### config.mk
export PLATFORM = sky130hd
export DESIGN_NAME = binary_to_decimal_ascii_flat
export DESIGN_NICKNAME = d
export VERILOG_FILES = /design/src/rtl/b2da_pkg.sv /design/src/rtl/b2da_if.sv /design/src/rtl/b2da_dabble.sv /design/src/rtl/binary_to_decimal_ascii.sv /design/src/flat_wrapper.sv
export SDC_FILE = /design/constraint.sdc
export NUM_CORES = 1
export LEC_CHECK = 0
export BUFFER_PORTS_ARGS = -buffer_cell sky130_fd_sc_hd__buf_4
export CAP_MARGIN = 20
export CORE_UTILIZATION = 45
export CTS_CLUSTER_DIAMETER = 100
export CTS_CLUSTER_SIZE = 24
export DETAILED_ROUTE_END_ITERATION = 7
export GPL_TIMING_DRIVEN = 0
export PLACE_DENSITY = 0.71
export SLEW_MARGIN = 20
export SYNTH_ARGS = -nofsm -noshare
export SYNTH_HDL_FRONTEND = slang
export SYNTH_SLANG_ARGS = --single-unit
### constraint.sdc
create_clock -name clk -period 9.2 [get_ports clk]
set_input_delay 1.38 -clock clk [delete_from_list [all_inputs] [get_ports clk]]
set_output_delay 1.38 -clock clk [all_outputs]
set_load 0.1 [all_outputs]
### src/rtl/b2da_pkg.sv
`timescale 1ns / 1ps
`default_nettype none
// ----------------------------------------------------------------------------
// b2da_pkg: shared types and constants of the binary to decimal ASCII block
// Widths, digit count, state codes and control structs.
// ----------------------------------------------------------------------------
package b2da_pkg;

	localparam int VALUE_BITS = 64;
	localparam int IN_W       = 64;
	localparam int CHAR_W     = 6;
	localparam int DIGIT_W    = 4;

	// upper bound on decimal digits of a VALUE_BITS-bit number
	localparam int DIGITS = (VALUE_BITS * 30103) / 100000 + 1;
	localparam int BCD_W  = DIGITS * DIGIT_W;
	localparam int CNT_W  = (VALUE_BITS > 2) ? $clog2(VALUE_BITS) : 1;
	localparam int REM_W  = $clog2(DIGITS + 1);

	localparam logic [CHAR_W-1:0] ASCII_ZERO = CHAR_W'(48);

	typedef enum logic [1:0] {
		ST_IDLE,
		ST_CONV,
		ST_SKIP,
		ST_EMIT
	} b2da_state_t;

	typedef struct packed {
		logic load;
		logic shift_digit;
	} b2da_ctl_t;

	typedef struct packed {
		logic busy;
		logic done;
	} b2da_stat_t;

endpackage
`default_nettype wire

### src/rtl/b2da_if.sv
`timescale 1ns / 1ps
`default_nettype none
// ----------------------------------------------------------------------------
// b2da_if: valid/ready channels of the binary to decimal ASCII block
// One channel carries the binary number, the other one digit per item.
// ----------------------------------------------------------------------------
interface b2da_num_if;
	import b2da_pkg::*;

	logic            valid;
	logic            ready;
	logic [IN_W-1:0] value;

	modport source (output valid, output value, input ready);
	modport sink   (input valid, input value, output ready);
endinterface

interface b2da_dig_if;
	import b2da_pkg::*;

	logic              valid;
	logic              ready;
	logic [CHAR_W-1:0] digit_char;
	logic              last_digit;

	modport source (output valid, output digit_char, output last_digit, input ready);
	modport sink   (input valid, input digit_char, input last_digit, output ready);
endinterface
`default_nettype wire

### src/rtl/b2da_dabble.sv
`timescale 1ns / 1ps
`default_nettype none
// ----------------------------------------------------------------------------
// b2da_dabble: bit-serial double dabble converter
// Shifts the binary operand in one bit per cycle with add-3 correction,
// then shifts the BCD digits out one digit per command.
// ----------------------------------------------------------------------------
module b2da_dabble (
	input  wire logic                     clk,
	input  wire logic                     arst_n,
	input  wire b2da_pkg::b2da_ctl_t      ctl,
	input  wire logic [b2da_pkg::IN_W-1:0] value,
	output b2da_pkg::b2da_stat_t          status,
	output logic [b2da_pkg::DIGIT_W-1:0]  top_digit
);
	import b2da_pkg::*;

	logic [VALUE_BITS-1:0] bin_q;
	logic [BCD_W-1:0]      bcd_q;
	logic [BCD_W-1:0]      adj;
	logic [CNT_W-1:0]      cnt_q;
	logic                  busy_q;
	logic                  done_q;

	always_comb begin
		for (int i = 0; i < DIGITS; i++) begin
			if (bcd_q[i*DIGIT_W +: DIGIT_W] >= DIGIT_W'(5)) begin
				adj[i*DIGIT_W +: DIGIT_W] = bcd_q[i*DIGIT_W +: DIGIT_W] + DIGIT_W'(3);
			end else begin
				adj[i*DIGIT_W +: DIGIT_W] = bcd_q[i*DIGIT_W +: DIGIT_W];
			end
		end
	end

	always_ff @(posedge clk or negedge arst_n) begin
		if (!arst_n) begin
			busy_q <= 1'b0;
			done_q <= 1'b0;
			cnt_q  <= '0;
		end else begin
			done_q <= 1'b0;
			if (ctl.load) begin
				busy_q <= 1'b1;
				cnt_q  <= CNT_W'(VALUE_BITS - 1);
			end else if (busy_q) begin
				cnt_q <= cnt_q - 1'b1;
				if (cnt_q == '0) begin
					busy_q <= 1'b0;
					done_q <= 1'b1;
				end
			end
		end
	end

	always_ff @(posedge clk) begin
		if (ctl.load) begin
			bin_q <= value[VALUE_BITS-1:0];
			bcd_q <= '0;
		end else if (busy_q) begin
			bin_q <= {bin_q[VALUE_BITS-2:0], 1'b0};
			bcd_q <= {adj[BCD_W-2:0], bin_q[VALUE_BITS-1]};
		end else if (ctl.shift_digit) begin
			bcd_q <= {bcd_q[BCD_W-DIGIT_W-1:0], {DIGIT_W{1'b0}}};
		end
	end

	assign status      = '{busy: busy_q, done: done_q};
	assign top_digit   = bcd_q[BCD_W-1 -: DIGIT_W];

	a_no_load_busy: assert property (@(posedge clk) disable iff (!arst_n)
		ctl.load |-> !busy_q)
		else $error("load while converting");

	a_load_starts_pass: assert property (@(posedge clk) disable iff (!arst_n)
		ctl.load |=> busy_q)
		else $error("load did not start a pass");

	a_done_ends_pass: assert property (@(posedge clk) disable iff (!arst_n)
		done_q |-> !busy_q && $past(busy_q))
		else $error("done without a finished pass");

endmodule
`default_nettype wire

### src/rtl/binary_to_decimal_ascii.sv
`timescale 1ns / 1ps
`default_nettype none
// ----------------------------------------------------------------------------
// binary_to_decimal_ascii: unsigned binary to decimal ASCII digit stream
// Each accepted number yields its decimal digits as ASCII items, most
// significant first, no leading zeros, last digit flagged; zero gives '0'.
// ----------------------------------------------------------------------------
// One number at a time. After acceptance the double dabble pass shifts in
// one operand bit per cycle and then hands over to the controller, which
// drops leading zeros at one digit per cycle, moves to output and offers
// each remaining digit until it is taken, so an output stall holds it. A
// new number is taken once the last digit is taken.
module binary_to_decimal_ascii (
	input  wire logic   clk,
	input  wire logic   arst_n,
	b2da_num_if.sink    number,
	b2da_dig_if.source  digits
);
	import b2da_pkg::*;

	b2da_state_t         state_q, state_d;
	logic [REM_W-1:0]    rem_q, rem_d;
	b2da_ctl_t           ctl;
	b2da_stat_t          status;
	logic [DIGIT_W-1:0]  top_digit;

	b2da_dabble u_dabble (
		.clk       (clk),
		.arst_n    (arst_n),
		.ctl       (ctl),
		.value     (number.value),
		.status    (status),
		.top_digit (top_digit)
	);

	always_ff @(posedge clk or negedge arst_n) begin
		if (!arst_n) begin
			state_q <= ST_IDLE;
			rem_q   <= '0;
		end else begin
			state_q <= state_d;
			rem_q   <= rem_d;
		end
	end

	always_comb begin
		state_d         = state_q;
		rem_d           = rem_q;
		ctl.load        = 1'b0;
		ctl.shift_digit = 1'b0;
		number.ready    = 1'b0;
		digits.valid    = 1'b0;
		case (state_q)
			ST_IDLE: begin
				number.ready = 1'b1;
				if (number.valid) begin
					ctl.load = 1'b1;
					state_d  = ST_CONV;
				end
			end
			ST_CONV: begin
				if (status.done) begin
					rem_d   = REM_W'(DIGITS);
					state_d = ST_SKIP;
				end
			end
			ST_SKIP: begin
				if (top_digit == '0 && rem_q != REM_W'(1)) begin
					ctl.shift_digit = 1'b1;
					rem_d           = rem_q - 1'b1;
				end else begin
					state_d = ST_EMIT;
				end
			end
			ST_EMIT: begin
				digits.valid = 1'b1;
				if (digits.ready) begin
					if (rem_q == REM_W'(1)) begin
						state_d = ST_IDLE;
					end else begin
						ctl.shift_digit = 1'b1;
						rem_d           = rem_q - 1'b1;
					end
				end
			end
			default: begin
				state_d = ST_IDLE;
			end
		endcase
	end

	assign digits.digit_char = ASCII_ZERO + {{(CHAR_W-DIGIT_W){1'b0}}, top_digit};
	assign digits.last_digit = (rem_q == REM_W'(1));

	a_digit_decimal: assert property (@(posedge clk) disable iff (!arst_n)
		digits.valid |-> top_digit <= DIGIT_W'(9))
		else $error("non-decimal digit offered");

	a_conv_only_when_busy: assert property (@(posedge clk) disable iff (!arst_n)
		status.busy |-> state_q == ST_CONV)
		else $error("converter busy outside conversion");

	a_no_leading_zero: assert property (@(posedge clk) disable iff (!arst_n)
		(state_q == ST_EMIT && $past(state_q) == ST_SKIP)
		|-> (top_digit != '0 || rem_q == REM_W'(1)))
		else $error("leading zero emitted");

endmodule
`default_nettype wire
### src/flat_wrapper.sv
// flat-port wrapper written by rule: the top's interface ports become plain ports
module binary_to_decimal_ascii_flat import b2da_pkg::*;
  (clk, arst_n, number_valid, number_value, number_ready, digits_valid, digits_digit_char, digits_last_digit, digits_ready);
  b2da_num_if number_i ();
  b2da_dig_if digits_i ();
  input  wire logic clk;
  input  wire logic arst_n;
  input wire logic [$bits(number_i.valid)-1:0] number_valid;
  input wire logic [$bits(number_i.value)-1:0] number_value;
  output wire logic [$bits(number_i.ready)-1:0] number_ready;
  output wire logic [$bits(digits_i.valid)-1:0] digits_valid;
  output wire logic [$bits(digits_i.digit_char)-1:0] digits_digit_char;
  output wire logic [$bits(digits_i.last_digit)-1:0] digits_last_digit;
  input wire logic [$bits(digits_i.ready)-1:0] digits_ready;
  assign number_i.valid = number_valid;
  assign number_i.value = number_value;
  assign number_ready = number_i.ready;
  assign digits_valid = digits_i.valid;
  assign digits_digit_char = digits_i.digit_char;
  assign digits_last_digit = digits_i.last_digit;
  assign digits_i.ready = digits_ready;
  binary_to_decimal_ascii u_core (.clk(clk), .arst_n(arst_n), .number(number_i), .digits(digits_i));
endmodule
### Word-level counts from Yosys, hierarchy flattened

Cells that the tools add are included.

* $add $sub $neg: 23
* multipliers: 0
* divide/modulo/power cells: 0
* $lt $le $gt $ge: 20
* equality and inequality tests: 12
* shift-type cells: 0
* mux-type cells: 51
* bitwise logic cells: 0
* reductions and logical operators: 9

Operators with widths (count)
* two-way mux 80 bit: 2
* two-way mux 64 bit: 2
* greater-or-equal comparator 4 x 3 -> 1 bit, second input constant: 20
* adder 4 x 2 -> 4 bit, second input constant: 19
* two-way mux 4 bit: 19
* two-way mux 5 bit: 4
* one-hot mux 5 bit (3 select lines): 1
* two-way mux 1 bit: 13
* two-way mux 6 bit: 2
* inequality test 2 bit, second input constant: 6
* two-way mux 2 bit: 5
* AND reduction 5 bit: 2
* one-hot mux 2 bit (4 select lines): 1
* adder 5 x 5 -> 6 bit, first input constant: 1
* zero test 6 bit: 1
* subtractor 6 x 1 -> 6 bit, second input constant: 1
* equality test 5 x 1 -> 1 bit, second input constant: 1
* inequality test 5 x 1 -> 1 bit, second input constant: 1
* subtractor 5 x 1 -> 5 bit, second input constant: 1
* equality test 2 bit, second input constant: 2
* zero test 4 bit: 1
* nonzero test 2 bit: 2
* adder 3 x 2 -> 3 bit, second input constant: 1
* two-way mux 3 bit: 1
* other kinds (6): 6

* flip-flop bits (word level): 159
* latch bits: 0
* bits in writable memories: 0
* ROM bits: 0
* input port bits: 68
* output and inout bits: 9
* word-level logic and storage cells: 122
* memories: 0

### Longest topological paths before layout

Gate-level depths: netlist (run 1).

* word-level depth: 6
* depth in mapped cells: 9
* mapped depth without buffers: 7

### Hierarchy

From an unflattened synthesis (run 1), not the netlist that was laid out.

* cell total of the unflattened synthesis: 875
* area, all modules: 8989.9 µm²

Modules (own cells, without submodules)
* b2da_dabble: instances 1, cells an instance 812, area an instance 8408.1 µm²
* binary_to_decimal_ascii: instances 1, cells an instance 63, area an instance 581.8 µm²

### Worst setup path before layout (run 1)

Ideal clock, no wire load.

* path type: register -> register
* from: register u_core.state_q[0]
* to: register u_core.u_dabble.bin_q[0], enable pin
* data arrival time: 3.424 ns
* data required time: 8.767 ns
* path slack: 5.344 ns
* stages on the path, launching flop included: 6
* buffers on the path: 1
* cell sequence: dfrtp_1 > inv_1 > ha_1 > nand2_1 > clkbuf_1 > nand2b_1

* word-level cells in the longest chain between the ends: 3

RTL lines
* start: declaration: line binary_to_decimal_ascii.sv:21 `b2da_state_t state_q, state_d;`
* start signal: assignment: line binary_to_decimal_ascii.sv:41 `state_q <= state_d;`
* zero test 2 bit: line binary_to_decimal_ascii.sv:53 `case (state_q)`
* two-way mux 1 bit: line binary_to_decimal_ascii.sv:53
* nonzero test 2 bit (no line)
* end signal: assignment: line b2da_dabble.sv:57 `bin_q <= value[VALUE_BITS-1:0];`
* end signal: assignment: line b2da_dabble.sv:60 `bin_q <= {bin_q[VALUE_BITS-2:0], 1'b0};`
* end: declaration: line b2da_dabble.sv:18 `logic [VALUE_BITS-1:0] bin_q;`

No other way between the ends.
A chain may end at the register's enable or synchronous reset.

### Worst setup path after layout (run 1)

* from: register u_core.rem_q[1]
* to: output port digits_last_digit

* word-level cells in the longest chain between the ends: 1

RTL lines
* start: declaration: line binary_to_decimal_ascii.sv:22 `logic [REM_W-1:0] rem_q, rem_d;`
* start signal: assignment: line binary_to_decimal_ascii.sv:42 `rem_q <= rem_d;`
* equality test 5 x 1 -> 1 bit: line binary_to_decimal_ascii.sv:93 `assign digits.last_digit = (rem_q == REM_W'(1));`
* end: declaration: line flat_wrapper.sv:13 `output wire logic [$bits(digits_i.last_digit)-1:0] digits_last_digit;`

No other way between the ends.

==> results.yml, run 1 <==
outcome:
  outcome: "complete, no violations"
global_routing:
  grt_use_total_pct: 22.7
  grt_pass1_wl_um: 36800
  grt_pass1_vias: 7339
  grt_max_degree: 53
  antenna_found_initial: 0
  gr-total-overflow: 0
floorplan:
  start_util_pct: 46.4
  fp.dieArea_sq_um: 20900
  die_w_um: 145
  fp-row-count: 51
  io_pins: 77
  core_region_area_sq_um: 19700
  die_y_um: 145
place:
  pre_cts_ws_ps: 5850
  place_hpwl_um: 15300
  dpl_cell_area_sq_um: 10100
  portBuffers: 74
  place_inst: 1404
  gp_congestion: 0.814
yosys:
  yosys_warnings: 0
  synth_ff_type: "dfxtp_1"
  synth.cell_area_sq_um: 9150
  ys_ff_latch: 159
  async_flop_share_pct: 9.43
  avgSynthCellArea_sq_um: 8.61
  postSynthCellCount: 1063
  ys_types: 51
  seq_area_frac_synth_pct: 42.6
  synth_edf_count: 64
detailed_routing:
  dr.pass1.iters: 5
  wl_per_cell_um: 15.7
  ant_nets: 0
  vias: 7831
  drcViolationCount: 0
  avgViaCountPerCell: 5.45
  drtIter0Drc: 410
  wirelength_um: 22500
sta:
  final_max_slew_viol_count: 0
  setup_viol: 0
  rsz0062_at_grt: "no"
  holdWs_ps: 508
  fin_ws_ps: 6030
  fin_setup_tns_ps: 0
  clock.fmax_mhz: 316
  skew_ps: 14.3
  hold_viol_final: 0
  tightest_slew_ps: 853
  maxSlewHeadroom_pct: 43.1
  min_period_over_period_pct: 34.4
  period_needed_ps: 3170
layout:
  final_common_cell: "nand2_1"
  area_growth_pct: 16.5
  nNetsFinal: 1276
  utilization_pct: 54.1
  stdcell_count: 1436
  fin_area_sq_um: 10700
  drive_above_1_share_pct: 12.6
  layout_common_cells: "266 x nand2_1, 116 x a21oi_1, 80 x buf_4, 80 x dfxtp_1, 64 x edfxtp_1"
  diodes: 0
cts:
  cts_tree: "done"
  clock_sinks: 159
  insertion_delay_ps: 440
  numCtsBuffers: 17
  post_cts_buffers: 0
  cts_root_buffer: "clkbuf_16"
  cts.hold.buffers_added: 0
  clk_path_buf_depth: 2
  cts_max_level: 4
  cts_resized: 0
  clkTransAtPathRegs_ps: 70
critical_path:
  cp.arrival_ps: 1790
  reg2reg_depth: 8
  worstSetupPathType: "reg2out"
  r2r_end: "u_core.u_dabble.bin_q[58]"
  r2r-start: "u_core.state_q[0]"
  required_ps: 7820
  critical_path.startpoint: "u_core.rem_q[1]"
  critPathMaxFanout: 6
  r2r_slack_ps: 6450
  endpoint_kind: "output port"
  endpoint: "digits_last_digit"
  cp-start-kind: "flop"
min_path:
  hold_class: "reg2reg"
  hp-start: "u_core.rem_q[1]"
run:
  cap_violations: 0
pwr:
  power.density_nw_per_um2: 363
  ir_drop_mv: 0.173
  design_power_total_mw: 3.87
  p_leak_nw: 4.82
-- worst max-delay path, cell delays in order, from the launching register on --
cell and delay (ps):
dfrtp_1 390, inv_1 80, ha_1 150, nor4b_4 360, buf_4 370
-- layer usage --
layer | up-vias | part of all wire, % | GRT usage (%)
met5 | - | 0 | 0
met4 | 0 | 1.1 | 7.04
met3 | 26 | 5.1 | 4.74
met2 | 217 | 48 | 36.9
met1 | 3694 | 46 | 30.0
li1 | 3894 | - | -
-- worst min-delay path by stage --
stage                     cells past startpoint                   endpoint  slack [ps]
final                                         2            u_core.rem_q[1]         510
after CTS                                     2            u_core.rem_q[1]         510
after floorplan                               2  u_core.u_dabble.bcd_q[79]         470
after global routing                          2  u_core.u_dabble.bcd_q[35]         540
after detailed placement                      2            u_core.rem_q[1]         490
after global placement                        2            u_core.rem_q[1]         490
-- Yosys cell counts, drive strengths merged (12+ instances only) --
cell	number	area, sq um
a211oi	12	90.1
a21oi	118	598
a32oi	17	149
buf	26	166
clkbuf	39	146
dfrtp	15	375
dfxtp	80	1600
edfxtp	64	1920
ha	50	626
inv	47	176
mux2i	38	380
nand2	266	998
nand2b	38	238
nand3	23	115
nor2	32	120
nor3	16	80.1
nor3b	21	158
o211ai	39	368
o21ai	60	300
xnor2	23	201
-- flip-flops by register name, indices dropped and copies added, names as in the netlist --
signal,flops
u_core.rem_q,5
u_core.state_q,2
u_core.u_dabble.bcd_q,80
u_core.u_dabble.bin_q,64
u_core.u_dabble.busy_q,1
u_core.u_dabble.cnt_q,6
u_core.u_dabble.done_q,1
-- power by group --
| group | internal, mW | switching [mW] |
|---|---|---|
| clock | 0.366 | 0.343 |
| sequential | 1.12 | 0.295 |
| combinational | 0.777 | 0.969 |
| total | 2.26 | 1.61 |
-- cell type report --
type | count | area [sq um]
Clock buffer | 18 | 429
Fill cell | 1792 | 9050
Sequential cell | 159 | 3900
Timing Repair Buffer | 75 | 583
Multi-Input combinational cell | 793 | 4770
Inverter | 47 | 176
Clock inverter | 14 | 158
Buffer | 65 | 313
Tap cell | 265 | 332
-- cells by family (layout without fill, tap and decap cells) --
logic type / after synthesis / after routing / share of synthesized area [%]
simple gates: 412 / 412 / 20.1
compound gates: 264 / 264 / 18.2
flops: 159 / 159 / 42.6
buf+inv: 112 / 219 / 5.35
fa+ha+maj: 50 / 50 / 6.84
mux: 41 / 41 / 4.53
xor+xnor: 24 / 24 / 2.30
other cells: 1 / 2 / 0.0410
No activity file was read; power rests on OpenSTA's default activity.
==> run 2, diff against run 1 <==
- clock period: 9.2 -> 3.3 ns (I/O delays scaled with it)
==> run 2 against run 1 <==
Against the previous run:
- utilization unchanged
- non-clock buffer count up 1
- cell area unchanged
- cell count about the same
- count of clock-buffer cells in the layout unchanged
- setup slack worse by 5400 ps
==> results.yml, run 2 (synthesis gave the netlist of run 1 again) <==
sta:
  min_period_over_period_pct: 80.5
  period_needed_ps: 2660
  skew_ps: 17.2
  maxSlewHeadroom_pct: 38.9
  setup_viol: 0
  final_max_slew_viol_count: 0
  holdWs_ps: 304
  rsz0062_at_grt: "no"
  tightest_slew_ps: 916
  hold_viol_final: 0
  clock.fmax_mhz: 376
min_path:
  hold_class: "in2reg"
critical_path:
  cp.arrival_ps: 2950
  required_ps: 3590
  cp-start-kind: "flop"
  endpoint_kind: "flop"
  worstSetupPathType: "reg2reg"
  critPathMaxFanout: 10
floorplan:
  die_w_um: 145
  fp-row-count: 51
  io_pins: 77
  core_region_area_sq_um: 19700
  start_util_pct: 46.4
  die_y_um: 145
  fp.dieArea_sq_um: 20900
cts:
  numCtsBuffers: 17
  cts_root_buffer: "clkbuf_16"
  cts_tree: "done"
  clock_sinks: 159
  cts_resized: 0
  cts_max_level: 4
  insertion_delay_ps: 450
  clk_path_buf_depth: 2
  clkTransAtPathRegs_ps: 80
global_routing:
  grt_pass1_wl_um: 36900
  grt_max_degree: 49
  grt_use_total_pct: 22.7
  gr-total-overflow: 0
  grt_pass1_vias: 7513
  antenna_found_initial: 0
layout:
  utilization_pct: 54.1
  fin_area_sq_um: 10700
  diodes: 0
  multi_input_area_sq_um: 4770
  nNetsFinal: 1277
  ff_latch_area_sq_um: 3900
  largest_reg_flops: 80
  layout_common_cells: "266 x nand2_1, 116 x a21oi_1, 80 x buf_4, 80 x dfxtp_1, 64 x edfxtp_1"
  fillers: 1807
  area_growth_pct: 16.5
  regMostFlops: "u_core.u_dabble.bcd_q"
  final_common_cell: "nand2_1"
  drive_above_1_share_pct: 12.6
  reg_top3: "u_core.u_dabble.bcd_q (80), u_core.u_dabble.bin_q (64), u_core.u_dabble.cnt_q (6)"
run:
  cap_violations: 0
pwr:
  ir_drop_mv: 0.508
  p_leak_nw: 4.83
  power.density_nw_per_um2: 1010
outcome:
  outcome: "complete, no violations"
detailed_routing:
  wirelength_um: 22400
  vias: 7886
  dr.pass1.iters: 5
  drcViolationCount: 0
  wl_per_cell_um: 15.6
  drtIter0Drc: 437
  avgViaCountPerCell: 5.49
  ant_nets: 0
place:
  place_hpwl_um: 15300
  dpl_cell_area_sq_um: 10100
  gp_congestion: 0.831
  portBuffers: 74
-- run 2: cell types whose count changed in the layout (fill, tap and decap cells not counted), sizes merged --
cell         delta
clkinv          -3
inv             +3
dlygate4sd3     +1
-- run 2: final timing paths --
check / startpoint / to / slack [ps] / depth (start not counted)
setup / recovery: u_core.state_q[0] / u_core.u_dabble.bcd_q[11] / 640 / 7
hold / removal: number_value[51] / u_core.u_dabble.bin_q[51] / 300 / 3
setup reg to reg: u_core.state_q[0] / u_core.u_dabble.bcd_q[11] / 640 / 7
hold reg to reg: u_core.u_dabble.bin_q[42] / u_core.u_dabble.bin_q[43] / 520 / 2
max in group asynchronous: arst_n / u_core.u_dabble.busy_q / 2670 / 2
min in group asynchronous: arst_n / u_core.rem_q[3] / 430 / 2
-- run 2: metal layers --
layer  vias up  track usage [%]  share of wire [%]
li1       3904                -                  -
met4         0             6.70                1.8
met2       220             37.0                 47
met3        41             5.20                5.6
met5         -                0                  0
met1      3721             30.0                 46
-- run 2: worst max-delay path: stages (launching register included) --
cell and delay, ps:
dfrtp_1 420, inv_1 120, ha_1 270, and2_1 150, clkbuf_1 370, clkbuf_1 540, clkbuf_1 550, a21oi_1 80
-- run 2: power breakdown --
group	total [mW]	switching [mW]	leakage, nW	internal, mW
logic	4.86	2.69	2.98	2.16
registers	3.94	0.829	1.56	3.11
clock network	1.99	0.966	0.288	1.02
-- run 2: final cells by class --
type	count	area share, %
inverters	47	1.65
plain buffers	65	2.93
clock buffers	18	4.02
clock inverters	14	1.38
flip-flops and latches	159	36.6
multi-input cells	793	44.8
well taps	265	3.11
repair buffers	76	5.56
-- run 2: timing repair --
item                                   CTS  global route
hold buffers                             1             0
endpoints found under the hold margin   15             0
setup buffers                            0             0
-- run 2: metrics by stage --
| step | setup TNS [ps] | setup WS (ps) | total power [mW] | std cells |
|---|---|---|---|---|
| 2_1_floorplan | 0 | 155 | 7.68 | 1064 |
| 3_3_place_gp | -919 | -21.1 | 8.58 | 1403 |
| 3_5_place_dp | 0 | 661 | 8.77 | 1404 |
| 4_1_cts | 0 | 619 | 10.8 | 1437 |
| 5_1_grt | 0 | 380 | 11.6 | 1437 |
| 6_report | 0 | 643 | 10.8 | 1437 |
